==> src/sv/tfm_pkg.sv <==
`default_nettype none

package tfm_pkg;

    // item kinds carried in s_tuser
    typedef enum logic [1:0] {
        ACT_CLEAR  = 2'd0,
        ACT_APPEND = 2'd1,
        ACT_TOPIC  = 2'd2
    } action_t;

    // special bytes of a topic filter
    localparam logic [7:0] SEP_CHAR   = 8'h2F;
    localparam logic [7:0] LEVEL_CHAR = 8'h2B;
    localparam logic [7:0] REST_CHAR  = 8'h23;
    localparam logic [7:0] NUL_CHAR   = 8'h00;

    localparam int unsigned IN_DATA_W  = 8;
    localparam int unsigned IN_USER_W  = 2;
    localparam int unsigned OUT_DATA_W = 8;

endpackage

`default_nettype wire

==> src/sv/topic_filter_matcher_unit.sv <==
// channel  | valid/ready      | tdata bits (low first) | tuser bits     | tlast
// ---------+------------------+------------------------+----------------+-----------
// input    | s_tvalid/tready  | data_byte[7:0]         | action[1:0]    | topic_last
// result   | m_tvalid/tready  | matched[0]             | -              | -
//
// one item per cycle while the input is not stalled, clear, append and topic bytes alike;
// a result appears in the cycle after the transfer of the final topic byte
// the filter sits in one ram; each topic byte compares against a register
// holding the filter byte at the current position, while the ram prefetches
// the byte after it, so a step is one compare and one ram read
// reset is synchronous on aresetn and empties the filter at once
// input stalls only while a result waits in the output register

`default_nettype none

module topic_filter_matcher_unit
    import tfm_pkg::*;
#(
    parameter int unsigned FILTER_BYTES = 64
) (
    input  wire logic                  aclk,
    input  wire logic                  aresetn,
    input  wire logic                  s_tvalid,
    output logic                       s_tready,
    input  wire logic [IN_DATA_W-1:0]  s_tdata,   // data_byte[7:0]
    input  wire logic [IN_USER_W-1:0]  s_tuser,   // action[1:0]
    input  wire logic                  s_tlast,
    output logic                       m_tvalid,
    input  wire logic                  m_tready,
    output logic      [OUT_DATA_W-1:0] m_tdata    // matched[0], zeros
);

    localparam int unsigned AW = $clog2(FILTER_BYTES);
    localparam int unsigned LW = $clog2(FILTER_BYTES + 1);
    localparam logic [LW-1:0] FULL_LEN = LW'(FILTER_BYTES);

    // input decode
    logic       in_xfer;
    action_t    action;
    logic [7:0] in_byte;

    assign s_tready = !m_tvalid || m_tready;
    assign in_xfer  = s_tvalid && s_tready;
    assign action   = action_t'(s_tuser);
    assign in_byte  = s_tdata;

    // state
    logic [LW-1:0] len_reg, len_next;
    logic [LW-1:0] pos_reg, pos_next;
    logic          lvl_reg, lvl_next;
    logic          rest_reg, rest_next;
    logic          mis_reg, mis_next;
    logic          ovf_reg, ovf_next;
    logic [7:0]    cur_reg, cur_next;
    logic [7:0]    head_reg, head_next;
    logic          fwd_hit_reg;
    logic [7:0]    fwd_data_reg;
    logic          out_valid_reg, out_valid_next;
    logic          out_match_reg, out_match_next;

    // filter ram
    logic          wr_en;
    logic [AW-1:0] wr_addr;
    logic [AW-1:0] rd_addr;
    logic [7:0]    rd_data;
    logic [7:0]    nxt_byte;

    tfm_ram #(
        .WIDTH(8),
        .DEPTH(FILTER_BYTES)
    ) u_store (
        .aclk   (aclk),
        .wr_en  (wr_en),
        .wr_addr(wr_addr),
        .wr_data(in_byte),
        .rd_addr(rd_addr),
        .rd_data(rd_data)
    );

    // byte after the current position, with bypass of a same-cycle write
    assign nxt_byte = fwd_hit_reg ? fwd_data_reg : rd_data;
    assign wr_addr  = len_reg[AW-1:0];
    assign wr_en    = in_xfer && (action == ACT_APPEND) && (len_reg < FULL_LEN);
    assign rd_addr  = AW'(pos_next + LW'(1));

    // match step
    logic          cur_end;
    logic          nxt_end;
    logic          step;
    logic          bad;
    logic          adv;
    logic [LW-1:0] pos_inc;

    always_comb begin
        pos_inc = pos_reg + LW'(1);
        cur_end = (pos_reg >= len_reg) || (cur_reg == NUL_CHAR);
        nxt_end = (pos_inc >= len_reg) || (nxt_byte == NUL_CHAR);
        step    = !mis_reg && !rest_reg && (!lvl_reg || in_byte == SEP_CHAR);
        bad     = cur_end
                  || (in_byte == SEP_CHAR && cur_reg != SEP_CHAR)
                  || (cur_reg != LEVEL_CHAR && cur_reg != REST_CHAR
                      && cur_reg != in_byte);
        adv     = step && !bad;
    end

    // next state
    always_comb begin
        len_next       = len_reg;
        pos_next       = pos_reg;
        lvl_next       = lvl_reg;
        rest_next      = rest_reg;
        mis_next       = mis_reg;
        ovf_next       = ovf_reg;
        cur_next       = cur_reg;
        head_next      = head_reg;
        out_valid_next = out_valid_reg && !m_tready;
        out_match_next = out_match_reg;
        if (in_xfer) begin
            case (action)
                ACT_CLEAR: begin
                    len_next  = '0;
                    ovf_next  = 1'b0;
                    pos_next  = '0;
                    lvl_next  = 1'b0;
                    rest_next = 1'b0;
                    mis_next  = 1'b0;
                    cur_next  = head_reg;
                end
                ACT_APPEND: begin
                    if (len_reg < FULL_LEN) begin
                        len_next = len_reg + LW'(1);
                        if (len_reg == '0) begin
                            head_next = in_byte;
                        end
                    end else begin
                        ovf_next = 1'b1;
                    end
                    pos_next  = '0;
                    lvl_next  = 1'b0;
                    rest_next = 1'b0;
                    mis_next  = 1'b0;
                    cur_next  = head_next;
                end
                ACT_TOPIC: begin
                    if (step) begin
                        lvl_next = 1'b0;
                        if (bad) begin
                            mis_next = 1'b1;
                        end else begin
                            lvl_next  = (cur_reg == LEVEL_CHAR);
                            rest_next = (cur_reg == REST_CHAR);
                            pos_next  = pos_inc;
                            cur_next  = nxt_byte;
                        end
                    end
                    if (s_tlast) begin
                        out_valid_next = 1'b1;
                        out_match_next = !mis_next && !ovf_reg && (adv ? nxt_end : cur_end);
                        pos_next       = '0;
                        lvl_next       = 1'b0;
                        rest_next      = 1'b0;
                        mis_next       = 1'b0;
                        cur_next       = head_reg;
                    end
                end
                default: begin
                end
            endcase
        end
    end

    // control registers
    always_ff @(posedge aclk) begin
        if (!aresetn) begin
            len_reg       <= '0;
            pos_reg       <= '0;
            lvl_reg       <= 1'b0;
            rest_reg      <= 1'b0;
            mis_reg       <= 1'b0;
            ovf_reg       <= 1'b0;
            fwd_hit_reg   <= 1'b0;
            out_valid_reg <= 1'b0;
        end else begin
            len_reg       <= len_next;
            pos_reg       <= pos_next;
            lvl_reg       <= lvl_next;
            rest_reg      <= rest_next;
            mis_reg       <= mis_next;
            ovf_reg       <= ovf_next;
            fwd_hit_reg   <= wr_en && (wr_addr == rd_addr);
            out_valid_reg <= out_valid_next;
        end
    end

    // payload registers
    always_ff @(posedge aclk) begin
        cur_reg       <= cur_next;
        head_reg      <= head_next;
        fwd_data_reg  <= in_byte;
        out_match_reg <= out_match_next;
    end

    assign m_tvalid = out_valid_reg;
    assign m_tdata  = {{(OUT_DATA_W - 1){1'b0}}, out_match_reg};

    // checks
    a_len_bound: assert property (@(posedge aclk) disable iff (!aresetn)
        len_reg <= FULL_LEN)
        else $error("filter length beyond capacity");

    a_pos_bound: assert property (@(posedge aclk) disable iff (!aresetn)
        pos_reg <= len_reg)
        else $error("position past filter length");

    a_ovf_full: assert property (@(posedge aclk) disable iff (!aresetn)
        ovf_reg |-> (len_reg == FULL_LEN))
        else $error("overflow with room left");

    a_last_result: assert property (@(posedge aclk) disable iff (!aresetn)
        (in_xfer && action == ACT_TOPIC && s_tlast) |=> m_tvalid)
        else $error("final topic byte gave no result");

    a_clear_empty: assert property (@(posedge aclk) disable iff (!aresetn)
        (in_xfer && action == ACT_CLEAR) |=> (len_reg == '0 && pos_reg == '0 && !ovf_reg))
        else $error("clear left filter state");

endmodule

`default_nettype wire

==> src/sv/tfm_ram.sv <==
`default_nettype none

module tfm_ram #(
    parameter int unsigned WIDTH = 8,
    parameter int unsigned DEPTH = 64
) (
    input  wire logic                     aclk,
    input  wire logic                     wr_en,
    input  wire logic [$clog2(DEPTH)-1:0] wr_addr,
    input  wire logic [WIDTH-1:0]         wr_data,
    input  wire logic [$clog2(DEPTH)-1:0] rd_addr,
    output logic      [WIDTH-1:0]         rd_data
);

    logic [WIDTH-1:0] mem_reg [DEPTH];

    // single write port, registered read port
    always_ff @(posedge aclk) begin
        if (wr_en) begin
            mem_reg[wr_addr] <= wr_data;
        end
        rd_data <= mem_reg[rd_addr];
    end

endmodule

`default_nettype wire

==> config.mk <==
export PLATFORM = sky130hd
export DESIGN_NAME = topic_filter_matcher_unit
export DESIGN_NICKNAME = d
export VERILOG_FILES = /design/src/sv/tfm_pkg.sv /design/src/sv/topic_filter_matcher_unit.sv /design/src/sv/tfm_ram.sv
export SDC_FILE = /design/constraint.sdc
export NUM_CORES = 1
export LEC_CHECK = 0
export ABC_CLOCK_PERIOD_IN_PS = 4500
export BUFFER_PORTS_ARGS = -buffer_cell sky130_fd_sc_hd__buf_2
export CAP_MARGIN = 5
export CELL_PAD_IN_SITES_DETAIL_PLACEMENT = 0
export CELL_PAD_IN_SITES_GLOBAL_PLACEMENT = 2
export CORE_MARGIN = 10
export CORE_UTILIZATION = 44
export DETAILED_ROUTE_END_ITERATION = 6
export PLACE_DENSITY_LB_ADDON = 0.1
export SLEW_MARGIN = 20
export SYNTH_ARGS = -nofsm -noshare
export SYNTH_HDL_FRONTEND = slang
export SYNTH_HIERARCHICAL = 1
export SYNTH_SLANG_ARGS = --single-unit
==> constraint.sdc <==
create_clock -name aclk -period 4.5 [get_ports aclk]
set_input_delay 0.45 -clock aclk [delete_from_list [all_inputs] [get_ports aclk]]
set_output_delay 0.45 -clock aclk [all_outputs]
set_load 0.05 [all_outputs]
# ---- Word-level counts from Yosys, hierarchy flattened
# Memory sizes are Yosys's and may differ from the RTL's. A register that Yosys moved wholly into a read port is not among the register bits.
# Index checks and enable logic that the tools add are counted.
dict set report totals {
  memories 1
  out_inout_bits 10
  ram_bits 512
  ff_bits 45
  word_cells 112
  input_bits 15
}
dict set report op_classes {
  reduce_logical 43
  add_sub_neg 3
  muxes 36
  n_eq_ne 14
  n_lt_le_gt_ge 3
}
# name depth width rd rd_ports_with_merged_regs wr line
set mem_list {}
lappend mem_list {u_store.mem_reg 64 8 1 1 1 tfm_ram.sv:15} ;# logic [WIDTH-1:0] mem_reg [DEPTH];
# operator count
set op_table {}
lappend op_table {{$mux W8} 6}
lappend op_table {{$mux W7} 5}
lappend op_table {{$pmux W7 S2} 2}
lappend op_table {{$eq A8 B6 Y1 const B} 3}
lappend op_table {{$ne A8 B6 Y1 const B} 3}
lappend op_table {{$pmux W8 S3} 1}
lappend op_table {{$mux W1} 18}
lappend op_table {{$logic_not A8 Y1} 2}
lappend op_table {{$add A7 B1 Y7 const B} 2}
lappend op_table {{$ge A7 B7 Y1} 2}
lappend op_table {{$logic_and A1 B1 Y1} 13}
lappend op_table {{$reduce_and A3 Y1} 4}
lappend op_table {{$logic_not A1 Y1} 8}
lappend op_table {{$ne A8 B8 Y1} 1}
lappend op_table {{$pmux W1 S2} 4}
lappend op_table {{$reduce_and A4 Y1} 2}
lappend op_table {{$logic_not A7 Y1} 1}
lappend op_table {{$lt A7 B7 Y1 const B} 1}
lappend op_table {{$add A6 B1 Y6 const B} 1}
lappend op_table {{$eq A6 B6 Y1} 1}
lappend op_table {{$logic_or A1 B1 Y1} 6}
lappend op_table {{$ne A3 B3 Y1 const B} 2}
lappend op_table {{$reduce_and A2 Y1} 2}
lappend op_table {{$reduce_bool A2 Y1} 2}
lappend op_table {{7 further kinds} 7}

# ---- Longest topological paths before layout
# Gate-level depths: netlist (run 1).
dict set report depth {
  ltp_word 12
  depth_mapped 19
  depth_no_buf 17
}

# ---- Hierarchy
# Netlist (run 1), hierarchy kept.
# module cells_each seq_area_each_um2 area_each_um2 instances
set by_module_without_submodules {}
lappend by_module_without_submodules {tfm_ram 940 15534.9 20166.8 1}
lappend by_module_without_submodules {topic_filter_matcher_unit 318 1071.0 3039.2 1}

# ---- Worst setup path before layout (run 1)
# No wires, ideal clock.
dict set report synth_path {
  kind {register to register}
  startpoint {reg len_reg[5]}
  endpoint {reg u_store.rd_data[0] (read register of u_store.mem_reg)}
  setup_ns 0.123
  path_slack_ns 0.251
  n_path_buf 3
  path_stages_with_launch 18
  period_less_slack_ns 4.249
  t_required_ns 4.377
  t_arrival_ns 4.126
  path_cell_list {dfxtp_1 inv_1 ha_1 nand4_1 o21ai_0 nor4_2 nand4_4 or2_1 mux2i_4 ha_1 and3_4 xor2_1 clkbuf_1 clkbuf_1 clkbuf_1 o2111ai_1 nand2_1 o2bb2ai_1}
}
dict set report synth_between {
  elab_chain_cells 10
}
# element line
set synth_lines {}
lappend synth_lines {{start, declared} topic_filter_matcher_unit.sv:48} ;# logic [LW-1:0] len_reg, len_next;
lappend synth_lines {{start signal, assigned} topic_filter_matcher_unit.sv:184} ;# len_reg <= len_next;
lappend synth_lines {{$ge A7 B7 Y1} topic_filter_matcher_unit.sv:96} ;# cur_end = (pos_reg >= len_reg) || (cur_reg == NUL_CHAR);
lappend synth_lines {{$logic_or A1 B1 Y1} topic_filter_matcher_unit.sv:96}
lappend synth_lines {{$logic_or A1 B1 Y1} topic_filter_matcher_unit.sv:100} ;# || (in_byte == SEP_CHAR && cur_reg != SEP_CHAR)
lappend synth_lines {{$logic_or A1 B1 Y1} topic_filter_matcher_unit.sv:101} ;# || (cur_reg != LEVEL_CHAR && cur_reg != REST_CHAR
lappend synth_lines {{$mux W7} topic_filter_matcher_unit.sv:147} ;# if (bad) begin
lappend synth_lines {{$mux W7} topic_filter_matcher_unit.sv:145} ;# if (step) begin
lappend synth_lines {{$mux W7} topic_filter_matcher_unit.sv:156} ;# if (s_tlast) begin
lappend synth_lines {{$pmux W7 S2} topic_filter_matcher_unit.sv:119} ;# case (action)
lappend synth_lines {{$mux W7} topic_filter_matcher_unit.sv:118} ;# if (in_xfer) begin
lappend synth_lines {{named net pos_next[0]} topic_filter_matcher_unit.sv:49} ;# logic [LW-1:0] pos_reg, pos_next;
lappend synth_lines {{$add A6 B1 Y6} topic_filter_matcher_unit.sv:84} ;# assign rd_addr = AW'(pos_next + LW'(1));
lappend synth_lines {{named net rd_addr[4]} topic_filter_matcher_unit.sv:64} ;# logic [AW-1:0] rd_addr;
lappend synth_lines {{end, declared} tfm_ram.sv:12} ;# output logic [WIDTH-1:0] rd_data
# The timed path passes the listed nets, and every way through them passes these cells.
# A chain may end at the register's enable or synchronous reset.

# ---- Final worst setup path (run 1)
dict set report layout_path {
  startpoint {reg cur_reg[6]}
  endpoint {reg u_store.rd_data[1] (read register of u_store.mem_reg)}
}
dict set report layout_between {
  elab_chain_cells 10
  word_cells_on_any_way 17
  classes_between {add/sub: 1; eq/ne: 4; mux: 5; reduce/logical: 7}
}
# element line
set layout_lines {}
lappend layout_lines {{start, declared} topic_filter_matcher_unit.sv:54} ;# logic [7:0] cur_reg, cur_next;
lappend layout_lines {{start signal, assigned} topic_filter_matcher_unit.sv:197} ;# cur_reg <= cur_next;
lappend layout_lines {{$ne A8 B6 Y1, or another cell as far along} topic_filter_matcher_unit.sv:100}
lappend layout_lines {{$logic_and A1 B1 Y1, or another cell as far along} topic_filter_matcher_unit.sv:100}
lappend layout_lines {{$logic_or A1 B1 Y1 or $logic_and A1 B1 Y1 (tied branches)} {topic_filter_matcher_unit.sv:100, topic_filter_matcher_unit.sv:102}}
lappend layout_lines {{$logic_or A1 B1 Y1 (*)} topic_filter_matcher_unit.sv:101}
lappend layout_lines {{$mux W7 (*)} topic_filter_matcher_unit.sv:147}
lappend layout_lines {{$mux W7 (*)} topic_filter_matcher_unit.sv:145}
lappend layout_lines {{$mux W7 (*)} topic_filter_matcher_unit.sv:156}
lappend layout_lines {{$pmux W7 S2 (*)} topic_filter_matcher_unit.sv:119}
lappend layout_lines {{$mux W7 (*)} topic_filter_matcher_unit.sv:118}
lappend layout_lines {{named net pos_next[1]} topic_filter_matcher_unit.sv:49}
lappend layout_lines {{$add A6 B1 Y6 (*)} topic_filter_matcher_unit.sv:84}
lappend layout_lines {{named net rd_addr[1]} topic_filter_matcher_unit.sv:64}
# Mark *: on every way through the listed nets, which the timed path passes. The rest lies on a longest branch.

==> flow_metrics.env, run 1 <==
export IMPL_crit_required_ns=4.99
export IMPL_max_cap_violations=0
export IMPL_setup_viol=0
export IMPL_wl_per_cell_um=27.1
export IMPL_cts_hold_fix_buffers=0
export IMPL_synth_yosys_seq_area_share=0.716
export IMPL_grt_max_degree=67
export IMPL_start_util=0.443
export IMPL_crit_path_end_kind="register"
export IMPL_worstHoldPathType="in2reg"
export IMPL_synth_seq_cells=565
export IMPL_cts_tree="yes"
export IMPL_path_max_fanout=35
export IMPL_largest_register_ffs=512
export IMPL_path_class="reg2reg"
export IMPL_dr_wl_met3_mm=3.13
export IMPL_synth_edf_count=529
export IMPL_row_count=84
export IMPL_power_total_mw=10.7
export IMPL_syn_to_final_growth_pct=18.4
export IMPL_ys_flop_type="edfxtp_1"
export IMPL_drtPass1Iterations=4
export IMPL_die_x_um=250
export IMPL_clk_latency_ns=0.61
export IMPL_cp_slowest_cell="mux4_2"
export IMPL_dp_cells=2100
export IMPL_antenna_found_initial=0
export IMPL_drtAntennaViolNets=0
export IMPL_dpl_cell_area_um2=25500
export IMPL_io_buffers=17
export IMPL_synth_avg_cell_area_um2=18.4
export IMPL_via_per_inst=5.66
export IMPL_grtUsageTotal=0.190
export IMPL_final_area_um2=27500
export IMPL_cts_buffer_depth=3
export IMPL_slew_violations=0
export IMPL_cts_buffers=58
export IMPL_fin_crit_sh=0.963
export IMPL_via_count=12500
export IMPL_min_period_ns=4.33
export IMPL_grt_overflow_total=0
export IMPL_dp_hpwl_mm=40.2
export IMPL_hold_viol=0
export IMPL_relSlewSlack=0.484
export IMPL_fmax_mhz=231
export IMPL_io_pins=25
export IMPL_cp_arrival_ns=4.82
export IMPL_status="finished clean"
export IMPL_ys_types=78
export IMPL_final_nets=1513
export IMPL_synth_cells=1258
export IMPL_place_gp_congestion=0.812
export IMPL_async_flop_share=0
export IMPL_p_leak_nw=9.15
export IMPL_grt_pass1_wl_mm=88.2
export IMPL_fin_util=0.525
export IMPL_grt_pass1_vias=12500
export IMPL_cts_sinks=565
export IMPL_diodes=0
export IMPL_top_layer="met4"
export IMPL_syn_cell_area_um2=23200
export IMPL_finalClockSkew_ns=0.0166
export IMPL_max_stage_delay_ns=0.50
export IMPL_fp_dieH_um=250
export IMPL_tns_ns=0
export IMPL_drive_gt1_frac=0.318
export IMPL_coreArea_um2=52300
export IMPL_dieArea_um2=62300
export IMPL_crit_top_cell="mux4_2"
export IMPL_worst_slew_pin_slew_ns=0.774
export IMPL_start_kind="register"
export IMPL_dr_wl_met2_mm=29.0
export IMPL_root_buffer="clkbuf_16"
export IMPL_drt_iter0_drc=1121
export IMPL_crit_chain="or3_4 -> or3_1 -> o21ai_1 -> nand4_4 -> a21o_2 -> a22o_2 -> ha_4 -> buf_16 -> mux4_2 -> mux4_2 -> nor2_1 -> nor3_1 -> o2bb2ai_1"
export IMPL_instances_no_fill=2207
export IMPL_p_per_area_nw_per_um2=390
export IMPL_routed_wl_mm=59.9
export IMPL_clk_pin_slew_worst_paths_ns=0.06
export IMPL_ir_worst_vdd_uv=307
export IMPL_htreeDepth=2
export IMPL_wl_met1_mm=27.0
export IMPL_yosysWarnings=6
export IMPL_drc=0
power breakdown:
part           internal (mW)  switching [mW]
sequential              5.76          0.0138
clock                   2.70            1.99
combinational         0.0619           0.179
worst max-delay path: cells and delay by family, from the launching register on:
kind / cells / cell delay, ns
adder cells (fa/ha/maj): 1 / 0.39
multiplexers: 2 / 0.84
buffers and inverters: 1 / 0.25
AND/OR/NAND/NOR: 5 / 1.29
flip-flops: 1 / 0.47
AO/OA/AOI/OAI: 4 / 0.89
what timing repair did:
action                                  CTS  global route
gates cloned                              0             1
resized for setup                         3             7
setup buffers                             0             3
endpoints found under the setup margin    4             8
pin swaps                                 0             2
logic make-up after synthesis:
kind of cell | synth area share
multiplexers | 0.147
flip-flops | 0.716
buffers and inverters | 0.0194
XOR/XNOR | 0.0127
AO/OA/AOI/OAI | 0.0343
other | 0.000162
adder cells (fa/ha/maj) | 0.0119
AND/OR/NAND/NOR | 0.0587
cell usage in the layout, fill, tap and decap left out, drive strengths merged, types with 21 or more instances in the layout:
master / instances
nand2: 64
buf: 215
dfxtp: 36
mux4: 126
mux2: 21
o21ai: 24
nor2: 101
ha: 22
mux2i: 33
clkinv: 22
nand3: 23
edfxtp: 529
clkbuf: 70
cell usage after synthesis, types with 3 or more instances:
cell type | count | area share
and2_2 | 3 | 0.00097
nand4_1 | 7 | 0.0019
o2111ai_1 | 3 | 0.0011
clkbuf_1 | 20 | 0.0032
o2bb2ai_1 | 3 | 0.0011
xor2_1 | 5 | 0.0019
nor2b_1 | 16 | 0.0043
dfxtp_1 | 36 | 0.031
a22o_1 | 5 | 0.0019
buf_1 | 5 | 0.00081
inv_1 | 12 | 0.0019
nand2b_1 | 10 | 0.0027
nor2_1 | 101 | 0.016
nand3b_1 | 4 | 0.0013
nor4_1 | 5 | 0.0013
a22oi_1 | 4 | 0.0013
mux2_2 | 21 | 0.010
or3_1 | 4 | 0.0011
ha_1 | 22 | 0.012
a221oi_1 | 6 | 0.0023
o21ai_0 | 21 | 0.0045
or4_1 | 5 | 0.0016
edfxtp_1 | 529 | 0.68
buf_6 | 4 | 0.0019
o221ai_1 | 8 | 0.0030
nand2_1 | 64 | 0.010
buf_4 | 21 | 0.0068
nand3_1 | 22 | 0.0047
a211oi_1 | 4 | 0.0013
mux4_2 | 126 | 0.12
and2_1 | 11 | 0.0030
buf_2 | 11 | 0.0024
mux2i_1 | 32 | 0.014
a21oi_1 | 10 | 0.0022
o21a_1 | 6 | 0.0019
o21ai_1 | 3 | 0.00065
xnor2_1 | 19 | 0.0072
nor3_1 | 13 | 0.0028
o22ai_1 | 9 | 0.0024
per-stage QoR:
step	setup WS, ns	hold WS, ns
finish	0.167	0.265
global route	-0.00718	0.250
global placement	-0.528	0.529
detailed placement	-0.205	0.523
floorplan	0.251	0.478
CTS	0.0367	0.237
cell type report:
class | instances | area (µm²)
Inverter | 13 | 56.3
Sequential cell | 565 | 16600
Clock inverter | 34 | 344
Timing Repair Buffer | 216 | 1830
Multi-Input combinational cell | 622 | 6280
Fill cell | 4262 | 24900
Clock buffer | 69 | 1490
Tap cell | 688 | 861
worst paths after layout:
check | start | to | slack (ns) | depth (start not counted)
worst min register to register | ovf_reg$_SDFFE_PN0P_ | out_match_reg$_DFFE_PP_ | 0.53 | 1
worst max register to register | cur_reg[6]$_DFFE_PP_ | u_store/rd_data[1]$_DFF_P_ | 0.17 | 13
worst max-delay path | cur_reg[6]$_DFFE_PP_ | u_store/rd_data[1]$_DFF_P_ | 0.17 | 13
worst min-delay path | aresetn | len_reg[0]$_SDFFE_PN0P_ | 0.26 | 2
metal layers:
| metal | GRT usage | vias up |
|---|---|---|
| met1 | 0.271 | 6627 |
| met3 | 0.0293 | 66 |
| li1 | - | 5489 |
| met5 | 0 | - |
| met2 | 0.304 | 306 |
| met4 | 0.0419 | 0 |
(Power assumes the default switching activity.)
==> run 2: changes to the inputs <==
==> constraint.sdc (replaced) <==
create_clock -name aclk -period 4.5 [get_ports aclk]
set_input_delay 1.125 -clock aclk [delete_from_list [all_inputs] [get_ports aclk]]
set_output_delay 1.125 -clock aclk [all_outputs]
set_load 0.05 [all_outputs]
==> run 2 against run 1 <==
Against the previous run: count of clock-buffer cells in the layout increased by 3; clock skew increased by 0.0077 ns; critical path depth increased by 5; core utilization increased by 0.84 points; fmax decreased by 0.22%; register-to-register slack improved by 0.09 ns; power increased by 5.3%; clock power increased by 12%; routed wire length decreased by 1.5%; critical path type is now in2reg; first-iteration DRC count decreased by 9.5%; critical endpoint is now u_store/rd_data[6]$_DFF_P_; design area increased by 1.6%; sequential share of layout area decreased by 0.95 points; largest power group unchanged.
==> flow_metrics.env, run 2 (synthesis gave the netlist of run 1 again) <==
export IMPL_status="finished clean"
export IMPL_grt_max_degree=67
export IMPL_dp_hpwl_mm=40.7
export IMPL_grt_pass1_vias=12600
export IMPL_final_cell_mix="edfxtp_1 (529), buf_4 (214), mux4_2 (126)"
export IMPL_finalClockSkew_ns=0.0243
export IMPL_cts_buffer_depth=3
export IMPL_via_per_inst=5.56
export IMPL_grtUsageTotal=0.188
export IMPL_whs_ns=0.538
export IMPL_fin_util=0.533
export IMPL_path_class="in2reg"
export IMPL_grt_overflow_total=0
export IMPL_start_util=0.443
export IMPL_grt_pass1_wl_mm=87.0
export IMPL_path_max_fanout=10
export IMPL_fp_dieH_um=250
export IMPL_cts_setup_buffers=0
export IMPL_worstHoldPathType="reg2reg"
export IMPL_drtPass1Iterations=5
export IMPL_fillers=4187
export IMPL_drc=0
export IMPL_die_x_um=250
export IMPL_crit_required_ns=5.00
export IMPL_crit_path_end_kind="register"
export IMPL_cts_hold_fix_buffers=0
export IMPL_cts_tree="yes"
export IMPL_instances_no_fill=2247
export IMPL_rsz0062_at_grt="no"
export IMPL_layout_commonest_cell="edfxtp_1"
export IMPL_max_cap_violations=0
export IMPL_htreeDepth=2
export IMPL_wl_per_cell_um=26.3
export IMPL_fin_crit_sh=0.965
export IMPL_dp_cells=2135
export IMPL_slew_violations=0
export IMPL_coreArea_um2=52300
export IMPL_routed_wl_mm=59.0
export IMPL_drtAntennaViolNets=0
export IMPL_min_period_ns=4.34
export IMPL_p_leak_nw=9.43
export IMPL_io_pins=25
export IMPL_drive_gt1_frac=0.332
export IMPL_clk_latency_ns=0.63
export IMPL_clk_pin_slew_worst_paths_ns=0.07
export IMPL_diodes=0
export IMPL_antenna_found_initial=1
export IMPL_fmax_mhz=230
export IMPL_via_count=12500
export IMPL_dieArea_um2=62300
export IMPL_start_kind="primary input"
export IMPL_hold_viol=0
export IMPL_cp_arrival_ns=4.84
export IMPL_cts_sinks=565
export IMPL_setup_viol=0
export IMPL_worst_slew_pin_slew_ns=0.785
export IMPL_ir_worst_vdd_uv=319
export IMPL_place_gp_congestion=0.828
export IMPL_drt_iter0_drc=1014
export IMPL_cts_buffers=59
export IMPL_io_buffers=17
export IMPL_largest_register_ffs=512
export IMPL_final_nets=1545
export IMPL_root_buffer="clkbuf_16"
export IMPL_syn_to_final_growth_pct=20.3
export IMPL_p_per_area_nw_per_um2=404
export IMPL_row_count=84
export IMPL_relSlewSlack=0.476
-- run 2: changes by cell type in the layout (fill, tap and decap cells not counted), moves of 2 or more --
cell	delta
nor3_2	-2
o22ai_1	+2
clkinv_4	-2
bufinv_16	+7
nand2_1	-2
clkinv_2	+3
nand2_2	+2
buf_4	+34
nor3_1	+2
clkinvlp_4	-2
o22ai_2	-2
-- run 2: layout make-up --
class | instances | area [µm²] | area share
Sequential cell | 565 | 16600 | 0.595
Timing Repair Buffer | 247 | 2010 | 0.0721
Tap cell | 688 | 861 | 0.0308
Clock buffer | 72 | 1550 | 0.0554
Clock inverter | 40 | 562 | 0.0201
Multi-Input combinational cell | 622 | 6260 | 0.224
Inverter | 13 | 58.8 | 0.00211
-- run 2: layer usage --
layer	global-route usage	wire [µm]	vias up
met5	0	0	-
met4	0.0539	1440	0
met3	0.0325	3000	84
met1	0.268	26800	6532
met2	0.293	27800	320
li1	-	-	5566
-- run 2: worst paths after layout --
check	endpoint	from	cells past startpoint	slack [ns]
hold / removal	out_match_reg$_DFFE_PP_	ovf_reg$_SDFFE_PN0P_	1	0.54
setup / recovery	u_store/rd_data[6]$_DFF_P_	s_tdata[3]	18	0.16
hold reg to reg	out_match_reg$_DFFE_PP_	ovf_reg$_SDFFE_PN0P_	1	0.54
setup reg to reg	u_store/rd_data[4]$_DFF_P_	len_reg[6]$_SDFFE_PN0P_	16	0.26
-- run 2: stage by stage --
step	instance area [µm²]	setup WS, ns	setup TNS, ns	power (mW)
5_1_grt	27900	0.0400	0	11.6
4_1_cts	27900	0.00591	0	11.4
2_1_floorplan	23200	0.00383	0	5.98
3_3_place_gp	25800	-0.689	-4.47	6.13
6_report	27900	0.157	0	11.3
3_5_place_dp	25800	-0.709	-4.54	6.13
-- run 2: timing repair --
action	CTS	global route
gates resized for setup	2	3
endpoints found under the hold margin	0	0
setup endpoints to repair	1	6
gates cloned	0	0
pin swaps	0	1
-- run 2: critical path, cell delays in order --
cell and delay (ns):
buf_2 0.11, nand2_2 0.16, or4_4 0.57, a31o_1 0.25
nand4_4 0.11, a21o_2 0.19, inv_4 0.05, buf_4 0.18
o22ai_1 0.32, nand2_2 0.17, xnor2_4 0.24, buf_4 0.26
mux4_2 0.37, nor2_1 0.18, nor2_1 0.08, buf_4 0.13
nor3_1 0.24, o32ai_1 0.12
-- run 2: report_power, final --
part / switching (mW) / leakage [nW] / internal (mW)
sequential: 0.0127 / 5.06 / 5.76
combinational: 0.179 / 3.35 / 0.0670
clock: 2.05 / 1.03 / 3.20
total: 2.24 / 9.43 / 9.03
